**src/rtl/mrmt_pkg.sv**
```systemverilog
package mrmt_pkg;

   // frame identifier base of motor replies
   localparam int unsigned REPLY_ID_BASE = 320;

   // register widths
   localparam int unsigned ID_W      = 11;
   localparam int unsigned MOTOR_W   = 5;
   localparam int unsigned WORD_W    = 16;
   localparam int unsigned CENC_W    = 17;
   localparam int unsigned POS_W     = 33;
   localparam int unsigned CSR_IDX_W = 2;

   // register reset values
   localparam logic [MOTOR_W-1:0] MOTOR_ID_RESET  = 5'd1;
   localparam logic [WORD_W-1:0]  OFFSET_RESET    = 16'd0;
   localparam logic [WORD_W-1:0]  THRESHOLD_RESET = 16'd3641;

   // revolution count limits
   localparam logic [WORD_W-1:0] REV_MAX = 16'h7FFF;
   localparam logic [WORD_W-1:0] REV_MIN = 16'h8000;

   // configuration register indexes
   typedef enum logic [CSR_IDX_W-1:0] {
      CSR_MOTOR_ID  = 2'd0,
      CSR_OFFSET    = 2'd1,
      CSR_THRESHOLD = 2'd2
   } csr_index_type;

   // one classified frame, front to back
   typedef struct packed {
      logic                     matched;
      logic [WORD_W-1:0]        speed;
      logic signed [CENC_W-1:0] cenc;
   } item_type;

   // queue status
   typedef struct packed {
      logic [1:0] count;
      logic       empty;
      logic       full;
   } q_status_type;

endpackage

```
**src/rtl/mrmt_front.sv**
```systemverilog
module mrmt_front (
   input  logic [mrmt_pkg::ID_W-1:0]    frame_id,
   input  logic [mrmt_pkg::WORD_W-1:0]  speed_word,
   input  logic [mrmt_pkg::WORD_W-1:0]  encoder_word,
   input  logic [mrmt_pkg::MOTOR_W-1:0] motor_id,
   input  logic [mrmt_pkg::WORD_W-1:0]  encoder_offset,
   output mrmt_pkg::item_type           item
);

   logic [mrmt_pkg::ID_W:0] match_id;

   // match without wrap: a sum past the id range never matches
   assign match_id = (mrmt_pkg::ID_W+1)'(mrmt_pkg::REPLY_ID_BASE)
                   + {{(mrmt_pkg::ID_W+1-mrmt_pkg::MOTOR_W){1'b0}}, motor_id};

   // classify and correct the encoder reading once
   always_comb begin
      item.matched = ({1'b0, frame_id} == match_id);
      item.speed   = speed_word;
      item.cenc    = $signed({1'b0, encoder_word}) - $signed({1'b0, encoder_offset});
   end

endmodule

```
**src/rtl/mrmt_queue.sv**
```systemverilog
module mrmt_queue (
   input  logic                   clock,
   input  logic                   reset,
   input  logic                   push,
   input  mrmt_pkg::item_type     push_item,
   input  logic                   pop,
   output mrmt_pkg::item_type     pop_item,
   output mrmt_pkg::q_status_type status
);

   mrmt_pkg::item_type entry_ff [2];
   logic       wr_ptr_ff, wr_ptr_in;
   logic       rd_ptr_ff, rd_ptr_in;
   logic [1:0] count_ff, count_in;

   // pointer and fill count
   always_comb begin
      wr_ptr_in = push ? ~wr_ptr_ff : wr_ptr_ff;
      rd_ptr_in = pop  ? ~rd_ptr_ff : rd_ptr_ff;
      count_in  = count_ff + {1'b0, push} - {1'b0, pop};
   end

   always_ff @(posedge clock) begin
      if (reset) begin
         wr_ptr_ff <= 1'b0;
         rd_ptr_ff <= 1'b0;
         count_ff  <= 2'd0;
      end else begin
         wr_ptr_ff <= wr_ptr_in;
         rd_ptr_ff <= rd_ptr_in;
         count_ff  <= count_in;
      end
   end

   // entry storage
   always_ff @(posedge clock) begin
      if (push) begin
         entry_ff[wr_ptr_ff] <= push_item;
      end
   end

   assign pop_item     = entry_ff[rd_ptr_ff];
   assign status.count = count_ff;
   assign status.empty = (count_ff == 2'd0);
   assign status.full  = (count_ff == 2'd2);

endmodule

```
**src/rtl/mrmt_back.sv**
```systemverilog
module mrmt_back (
   input  logic                         clock,
   input  logic                         reset,
   input  logic                         item_valid,
   input  mrmt_pkg::item_type           item,
   output logic                         item_take,
   input  logic [mrmt_pkg::WORD_W-1:0]  jump_threshold,
   output logic                         rsp_valid,
   input  logic                         rsp_ready,
   output logic                         rsp_id_matched,
   output logic [mrmt_pkg::WORD_W-1:0]  rsp_speed_out,
   output logic signed [mrmt_pkg::POS_W-1:0]  rsp_position_counts,
   output logic signed [mrmt_pkg::WORD_W-1:0] rsp_turn_count
);

   localparam int unsigned DW = mrmt_pkg::POS_W + 1;

   // unwrap state
   logic [mrmt_pkg::WORD_W-1:0] rev_ff, rev_in;
   logic [mrmt_pkg::POS_W-1:0]  prev_ff, prev_in;
   logic [mrmt_pkg::CENC_W-1:0] cenc_ff, cenc_in;
   logic [mrmt_pkg::WORD_W-1:0] speed_ff, speed_in;

   // result register
   logic                        rsp_valid_ff, rsp_valid_in;
   logic                        matched_ff;
   logic [mrmt_pkg::WORD_W-1:0] out_speed_ff;
   logic [mrmt_pkg::POS_W-1:0]  out_pos_ff;
   logic [mrmt_pkg::WORD_W-1:0] out_rev_ff;

   logic [mrmt_pkg::POS_W-1:0]  pos0, pos1, pos2;
   logic [mrmt_pkg::WORD_W-1:0] rev1;
   logic [DW-1:0]               thr_x, d0, d1, s0, s1;
   logic                        inc, dec;

   assign item_take = item_valid && (!rsp_valid_ff || rsp_ready);

   // two wrap checks in order against the previous position
   always_comb begin
      cenc_in  = item.matched ? item.cenc  : cenc_ff;
      speed_in = item.matched ? item.speed : speed_ff;
      thr_x    = {{(DW-mrmt_pkg::WORD_W){1'b0}}, jump_threshold};

      pos0 = {rev_ff[mrmt_pkg::WORD_W-1], rev_ff, 16'h0000}
           + {{(mrmt_pkg::POS_W-mrmt_pkg::CENC_W){cenc_in[mrmt_pkg::CENC_W-1]}}, cenc_in};
      d0   = {pos0[mrmt_pkg::POS_W-1], pos0} - {prev_ff[mrmt_pkg::POS_W-1], prev_ff};
      s0   = d0 + thr_x;                       // negative: fell past threshold
      inc  = s0[DW-1] && (rev_ff != mrmt_pkg::REV_MAX);
      rev1 = inc ? rev_ff + 16'd1 : rev_ff;
      pos1 = inc ? pos0 + 33'h0_0001_0000 : pos0;

      d1   = {pos1[mrmt_pkg::POS_W-1], pos1} - {prev_ff[mrmt_pkg::POS_W-1], prev_ff};
      s1   = thr_x - d1;                       // negative: rose past threshold
      dec  = s1[DW-1] && (rev1 != mrmt_pkg::REV_MIN);
      rev_in  = dec ? rev1 - 16'd1 : rev1;
      pos2    = dec ? pos1 - 33'h0_0001_0000 : pos1;
      prev_in = pos2;

      rsp_valid_in = item_take || (rsp_valid_ff && !rsp_ready);
   end

   // control state and unwrap state
   always_ff @(posedge clock) begin
      if (reset) begin
         rsp_valid_ff <= 1'b0;
         rev_ff       <= '0;
         prev_ff      <= '0;
         cenc_ff      <= '0;
         speed_ff     <= '0;
      end else begin
         rsp_valid_ff <= rsp_valid_in;
         if (item_take) begin
            rev_ff   <= rev_in;
            prev_ff  <= prev_in;
            cenc_ff  <= cenc_in;
            speed_ff <= speed_in;
         end
      end
   end

   // result payload
   always_ff @(posedge clock) begin
      if (item_take) begin
         matched_ff   <= item.matched;
         out_speed_ff <= speed_in;
         out_pos_ff   <= pos2;
         out_rev_ff   <= rev_in;
      end
   end

   assign rsp_valid           = rsp_valid_ff;
   assign rsp_id_matched      = matched_ff;
   assign rsp_speed_out       = out_speed_ff;
   assign rsp_position_counts = $signed(out_pos_ff);
   assign rsp_turn_count      = $signed(out_rev_ff);

endmodule

```
**src/rtl/motor_reply_multiturn_tracker_core.sv**
```systemverilog
// channel   direction  handshake              payload
// req_      in         req_valid / req_ready  frame_id, speed_word, encoder_word
// rsp_      out        rsp_valid / rsp_ready  id_matched, speed_out, position_counts,
//                                             turn_count
// csr_      in         csr_valid / csr_ready  csr_index, csr_data (always ready)
//
// One beat per cycle sustained while rsp_ready holds; a request beat is written into
// the queue, then taken into the result register, which drives rsp_valid.
// The unwrap state update is combinational in the back end, registered per taken item.
// Synchronous active-high reset clears the queue, the unwrap state and rsp_valid and
// resets the config registers. A stalled rsp_ready fills the queue, then drops req_ready.
module motor_reply_multiturn_tracker_core (
   input  logic                               clock,
   input  logic                               reset,
   input  logic                               req_valid,
   output logic                               req_ready,
   input  logic [mrmt_pkg::ID_W-1:0]          req_frame_id,
   input  logic [mrmt_pkg::WORD_W-1:0]        req_speed_word,
   input  logic [mrmt_pkg::WORD_W-1:0]        req_encoder_word,
   output logic                               rsp_valid,
   input  logic                               rsp_ready,
   output logic                               rsp_id_matched,
   output logic [mrmt_pkg::WORD_W-1:0]        rsp_speed_out,
   output logic signed [mrmt_pkg::POS_W-1:0]  rsp_position_counts,
   output logic signed [mrmt_pkg::WORD_W-1:0] rsp_turn_count,
   input  logic                               csr_valid,
   output logic                               csr_ready,
   input  logic [mrmt_pkg::CSR_IDX_W-1:0]     csr_index,
   input  logic [mrmt_pkg::WORD_W-1:0]        csr_data
);

   logic [mrmt_pkg::MOTOR_W-1:0] motor_id_ff;
   logic [mrmt_pkg::WORD_W-1:0]  offset_ff;
   logic [mrmt_pkg::WORD_W-1:0]  threshold_ff;

   mrmt_pkg::item_type     front_item, back_item;
   mrmt_pkg::q_status_type q_status;
   logic                   push, pop;

   // configuration registers
   assign csr_ready = 1'b1;

   always_ff @(posedge clock) begin
      if (reset) begin
         motor_id_ff  <= mrmt_pkg::MOTOR_ID_RESET;
         offset_ff    <= mrmt_pkg::OFFSET_RESET;
         threshold_ff <= mrmt_pkg::THRESHOLD_RESET;
      end else if (csr_valid) begin
         case (csr_index)
            mrmt_pkg::CSR_MOTOR_ID:  motor_id_ff  <= csr_data[mrmt_pkg::MOTOR_W-1:0];
            mrmt_pkg::CSR_OFFSET:    offset_ff    <= csr_data;
            mrmt_pkg::CSR_THRESHOLD: threshold_ff <= csr_data;
            default: ;
         endcase
      end
   end

   // front end: match and encoder correction
   mrmt_front u_front (
      .frame_id       (req_frame_id),
      .speed_word     (req_speed_word),
      .encoder_word   (req_encoder_word),
      .motor_id       (motor_id_ff),
      .encoder_offset (offset_ff),
      .item           (front_item)
   );

   assign req_ready = !q_status.full;
   assign push      = req_valid && req_ready;

   mrmt_queue u_queue (
      .clock     (clock),
      .reset     (reset),
      .push      (push),
      .push_item (front_item),
      .pop       (pop),
      .pop_item  (back_item),
      .status    (q_status)
   );

   // back end: unwrap and result register
   mrmt_back u_back (
      .clock               (clock),
      .reset               (reset),
      .item_valid          (!q_status.empty),
      .item                (back_item),
      .item_take           (pop),
      .jump_threshold      (threshold_ff),
      .rsp_valid           (rsp_valid),
      .rsp_ready           (rsp_ready),
      .rsp_id_matched      (rsp_id_matched),
      .rsp_speed_out       (rsp_speed_out),
      .rsp_position_counts (rsp_position_counts),
      .rsp_turn_count      (rsp_turn_count)
   );

`ifndef SYNTH
   a_pop_nonempty: assert property (@(posedge clock) disable iff (reset)
      pop |-> !q_status.empty)
      else $error("queue popped while empty");

   a_push_not_full: assert property (@(posedge clock) disable iff (reset)
      push |-> (q_status.count != 2'd2))
      else $error("queue pushed while full");

   a_count_track: assert property (@(posedge clock) disable iff (reset)
      (push && !pop) |=> (q_status.count == $past(q_status.count) + 2'd1))
      else $error("queue count lost a push");

   a_reset_clear: assert property (@(posedge clock)
      reset |=> (q_status.empty && !rsp_valid))
      else $error("state not cleared by reset");
`endif

endmodule

```
**config.mk**
```make
export PLATFORM = sky130hd
export DESIGN_NAME = motor_reply_multiturn_tracker_core
export DESIGN_NICKNAME = d
export VERILOG_FILES = /design/src/rtl/mrmt_pkg.sv /design/src/rtl/mrmt_front.sv /design/src/rtl/mrmt_queue.sv /design/src/rtl/mrmt_back.sv /design/src/rtl/motor_reply_multiturn_tracker_core.sv
export SDC_FILE = /design/constraint.sdc
export NUM_CORES = 1
export LEC_CHECK = 0
export BUFFER_PORTS_ARGS = -buffer_cell sky130_fd_sc_hd__buf_2
export CORE_MARGIN = 3
export CORE_UTILIZATION = 44
export CTS_BUF_LIST = sky130_fd_sc_hd__clkbuf_4 sky130_fd_sc_hd__clkbuf_8
export DETAILED_ROUTE_END_ITERATION = 7
export GPL_ROUTABILITY_DRIVEN = 0
export HOLD_SLACK_MARGIN = 0.06
export PLACE_DENSITY = 0.7
export SETUP_SLACK_MARGIN = 0.5
export SLEW_MARGIN = 20
export SYNTH_ARGS = -nofsm -noshare
export SYNTH_HDL_FRONTEND = slang
export SYNTH_SLANG_ARGS = --single-unit
```
**constraint.sdc**
```tcl
create_clock -name clock -period 13.6 [get_ports clock]
set_clock_uncertainty 0.05 [all_clocks]
set_input_delay 1.36 -clock clock [delete_from_list [all_inputs] [get_ports clock]]
set_output_delay 1.36 -clock clock [all_outputs]
set_load 0.01 [all_outputs]
```
== After elaboration in Yosys (flattened, before gate mapping) ==
Memories as Yosys holds them, arrays and structs flattened. A register that Yosys moved wholly into a read port is not among the register bits.
Index checks and enable logic that the tools add are counted.

* Logic and storage cells: 63
* ROM bits: 0
* Memories kept: 1
* Memory bits (writable): 68
* Register bits: 190
* Latch bits: 0

{| class="wikitable"
|+ Memory list
! name !! words !! width !! rd ports !! clocked after memory_dff !! wr ports !! line !! text
|-
| u_queue.entry_ff || 2 || 34 || 1 || 1 || 1 || mrmt_queue.sv:11 || <nowiki>mrmt_pkg::item_type entry_ff [2];</nowiki>
|}

* Divide/modulo/power cells: 0
* Add/subtract/negate cells: 13
* Shift-type cells: 0
* Muxes and demuxes: 10
* Equality and inequality tests: 6
* Bitwise operators: 2
* $lt $le $gt $ge: 0
* Reductions and logical operators: 16
* Multiply operators: 0

{| class="wikitable"
|+ Operators with widths
! cell !! number
|-
| $sub A33 B33 Y34 || 2
|-
| $mux W33 || 2
|-
| $mux W16 || 3
|-
| $add A34 B16 Y34 || 1
|-
| $sub A16 B34 Y34 || 1
|-
| $add A32 B17 Y33 || 1
|-
| $add A33 B17 Y33 const B || 1
|-
| $sub A33 B17 Y33 const B || 1
|-
| $mux W17 || 1
|-
| $sub A16 B16 Y17 || 1
|-
| $add A16 B1 Y16 const B || 1
|-
| $ne A16 B15 Y1 const B || 1
|-
| $ne A16 B16 Y1 const B || 1
|-
| $sub A16 B1 Y16 const B || 1
|-
| $eq A11 B12 Y1 || 1
|-
| $add A9 B5 Y10 const A || 1
|-
| $reduce_and A2 Y1 || 3
|-
| $logic_and A1 B1 Y1 || 5
|-
| $eq A2 B2 Y1 const B || 2
|-
| $logic_not A1 Y1 || 4
|-
| $logic_not A2 Y1 || 2
|-
| $mux W1 || 4
|-
| $add A2 B1 Y2 || 1
|-
| $eq A2 B1 Y1 const B || 1
|-
| other kinds (3) || 5
|}

== Depth between registers and ports, before layout ==
* Depth in word-level cells: 10
* Gate-level depth with buffers: 44
* Gate-level depth less buffers: 40

== By module ==
A second synthesis with hierarchy kept.

* Cell total of the unflattened synthesis: 1641
* Area, all modules: 16368.2 µm²

{| class="wikitable"
|+ Modules (own cells, without submodules)
! module !! sequential area each (µm²) !! area each (µm²) !! cells an instance !! instances
|-
| mrmt_back || 3323.2 || 10869.2 || 1203 || 1
|-
| mrmt_queue || 2142.1 || 2825.2 || 127 || 1
|-
| motor_reply_multiturn_tracker_core || 740.7 || 1566.5 || 154 || 1
|-
| mrmt_front || 0.0 || 1107.3 || 157 || 1
|}

== Least setup slack after synthesis ==
Ideal clock, no wire load.

* Kind: register -> register
* From: reg (tool-made name)
* To: reg u_back.rev_ff[10] (netlist name)
* Setup time: 0.123 ns
* Arrival time: 9.644 ns
* Period minus slack after synthesis: 9.818 ns
* Setup slack: 3.782 ns
* Data required time: 13.427 ns
* Path buffers: 4
* Cell stages (with the launch flop): 41
* Path through: dfxtp_1 clkbuf_1 mux2i_1 clkbuf_1 clkbuf_1 a21oi_1 inv_1 ha_1 inv_1 fa_1 nor2b_1 o31a_1 o211ai_1 nor4bb_1 or3_1 clkbuf_1 ha_1 ha_1 [5 not listed] o2111ai_1 nor2_1 nand2_1 xnor2_1 inv_1 ha_1 ha_1 o21a_1 o21ai_0 a21oi_1 o22ai_1 or4b_2 o211a_1 a21boi_2 o211ai_4 or4_1 a21oi_1 mux2_1

{| class="wikitable"
|+ RTL lines
! element !! line !! text
|-
| end signal: assignment || mrmt_back.sv:73 || <nowiki>rev_ff <= rev_in;</nowiki>
|-
| end: declaration || mrmt_back.sv:19 || <nowiki>logic [mrmt_pkg::WORD_W-1:0] rev_ff, rev_in;</nowiki>
|}

==> impl_metrics.yaml <==
global_route:
  antenna_found_initial: 0
  grt_max_degree: 73
  grt_pass1_wl_um: 57300
  grt_usage_pct: 19.1
  grt_pass1_vias: 11700
  grt_overflow_total: 0
logic_synthesis:
  synth.cell_area_um2: 15400
  syn_inst: 1637
  syn_avg_cell_area_um2: 9.38
  yosysUniqueCellTypes: 89
  ys_seq_area_share_pct: 40.4
  synth_edf_count: 134
  async_flop_share_pct: 0
  synth_flop_cell: "edfxtp_1"
  syn-num-nets: 1868
  ys_ff_latch: 243
  ys.warnings.count: 0
clocking:
  cts_setup_buffers: 0
  cts-root-buf: "clkbuf_8"
  holdBufCountCts: 0
  ctsResizeCount: 0
  htree_levels: 2
  cts_tree: "done"
  clock-sinks: 243
  path_clk_slew_ns: 0.06
  cts_buffers: 42
  clockBufferDepth: 3
  insertion_delay_ns: 0.57
detailed_routing:
  wl_met1_um: 15600
  antenna_left: 0
  drc_errors: 0
  wl_per_cell_um: 15.8
  met3_length_um: 1840
  first_iter_violations: 796
  dr.pass1.iters: 8
  num_vias: 12000
  dr_wl_met2_um: 17000
  wl_um: 35500
  via_per_inst: 5.33
  routed.top_layer: "met4"
worst_setup_path:
  endpoint_kind: "flop"
  cp.arrival_ns: 11.68
  cp_slowest_stage_delay_ns: 0.72
  crit_path_start_kind: "flop"
  cp_common_cell: "ha_1"
  crit_type: "flop to flop"
  cp_slowest_cell: "dfxtp_2"
  required_ns: 13.98
  worstPathMaxFanout: 19
placement:
  io_buffers: 133
  hpwl_um: 26100
  dp_slack_ns: 2.60
  placed_area_um2: 16400
sta:
  fin_crit_sh_pct: 83.1
  fin_crit_ns: 11.30
  hold_slack_ns: 0.405
  fin_ws_ns: 2.30
  slew_headroom_pct: 28.9
  final_hold_viol_count: 0
  worstMarginPinSlew_ns: 1.06
  drv_slew: 0
  fmax_ghz: 0.0885
  setup_tns_ns: 0
  rsz0062_at_grt: "false"
  finalSetupViolCount: 0
cells_and_area:
  fin_util_pct: 51.2
  stdcell_area_um2: 17400
  drive_gt1_share_pct: 14.2
  nNetsFinal: 1992
  fillers: 3162
  area_delta_synth_final_pct: 13.2
  insertedDiodeCount: 0
  final_common_cell: "nand2_1"
  final_cell_mix: "nand2_1, inv_1, nor2_1"
status:
  status: "complete, no violations"
floorplan:
  num_io_pins: 135
  rows: 67
  core-area_um2: 34000
  dieArea_um2: 37200
  start_util_pct: 45.2
  die_h_um: 193
  chipWidth_um: 193
pwr:
  ir_drop_uv: 121
  powerDensity_nw_per_um2: 281
  p_leak_nw: 7.28
job:
  cap_violations: 0
min_path:
  hold_class: "flop to flop"
## synthesized netlist by cell type, drive strengths merged (7+ instances only)
master  number  share of area [%]
nand2      174                4.3
inv        172                4.2
nor2       152                3.7
edfxtp     134                 26
ha         133                 11
a21oi      129                4.3
dfxtp      109                 14
o21ai       63                2.1
xnor2       56                3.2
clkbuf      46                1.1
mux2i       46                3.0
nand3       43                1.5
fa          32                4.2
nor3        30               0.98
nand4       28                1.2
xor2        27                1.5
or3         19               0.77
buf         17               0.56
and3        16               0.65
and2        15               0.63
nor2b       15               0.61
a21o        14               0.68
o211ai      13               0.73
o21a        13               0.64
a22o         9               0.51
nand2b       9               0.37
a211o        8               0.46
a211oi       8               0.39
a21boi       8               0.44
a31oi        8               0.33
mux2         8               0.59
nor4         7               0.37
## kinds of logic after synthesis
family                   synth area share, %
AO/OA/AOI/OAI                           13.3
XOR/XNOR                                4.88
adder cells (fa/ha/maj)                 15.0
buffers and inverters                   5.89
flip-flops                              40.4
multiplexers                            3.59
other                                 0.0244
AND/OR/NAND/NOR                         16.9
## flip-flops by register name, summed over array words and instances, names as in the netlist, named ones only
signal and flops:
threshold_ff 16, u_back.prev_ff 17, u_queue.rd_ptr_ff 1, u_back.rsp_position_counts 33
offset_ff 16, u_back.rsp_id_matched 1, u_queue.entry_ff 68, u_queue.wr_ptr_ff 1
u_back.rsp_turn_count 16, u_back.cenc_ff 17, u_queue.count_ff 2, u_back.rev_ff 16
u_back.speed_ff 16, u_back.rsp_valid 1, u_back.rsp_speed_out 16, motor_id_ff 5
## per-stage QoR
stage | instances | total power, W
after floorplan | 1637 | 0.00336
after global placement | 2165 | 0.00406
after detailed placement | 2165 | 0.00415
after CTS | 2243 | 0.00492
after global routing | 2243 | 0.00533
final | 2243 | 0.00488
## power breakdown
part / total [W] / switching [W] / internal (W)
combinational: 0.00294 / 0.00182 / 0.00112
clock: 0.000739 / 0.000305 / 0.000434
sequential: 0.00120 / 0.000105 / 0.00110
total: 0.00488 / 0.00223 / 0.00265
## final cells by class
class	instances	area [um2]	share of cell area (%)
multi-input cells	1159	8280	47.6
clock inverters	22	251	1.45
flip-flops and latches	243	6210	35.7
repair buffers	143	743	4.28
well taps	448	561	3.22
inverters	172	648	3.73
clock buffers	56	696	4.00
## final timing paths
check	start	end	slack, ns	depth (start not counted)
max reg2reg	flop	u_back.rev_ff[10]	2.30	38
min	offset_ff[5]	offset_ff[5]	0.40	2
max	flop	u_back.rev_ff[10]	2.30	38
min reg2reg	offset_ff[5]	offset_ff[5]	0.40	2
## critical path, delay by kind of cell, from the launching register on
| kind | cells | cell delay [ns] |
|---|---|---|
| AOI/OAI and AO/OA | 18 | 4.40 |
| xor gates and xnor gates | 2 | 0.77 |
| muxes | 2 | 0.65 |
| DFF | 1 | 0.72 |
| and+or+nand+nor | 8 | 1.89 |
| buffers and inverters | 3 | 0.96 |
| adders and majority gates | 5 | 1.73 |
## metal layers
layer	global-route usage, %	up-vias
met5	0	-
met4	7.00	0
met3	3.42	70
met2	32.4	321
met1	24.4	5594
li1	-	5976
Power figures use the tool's default switching activity.
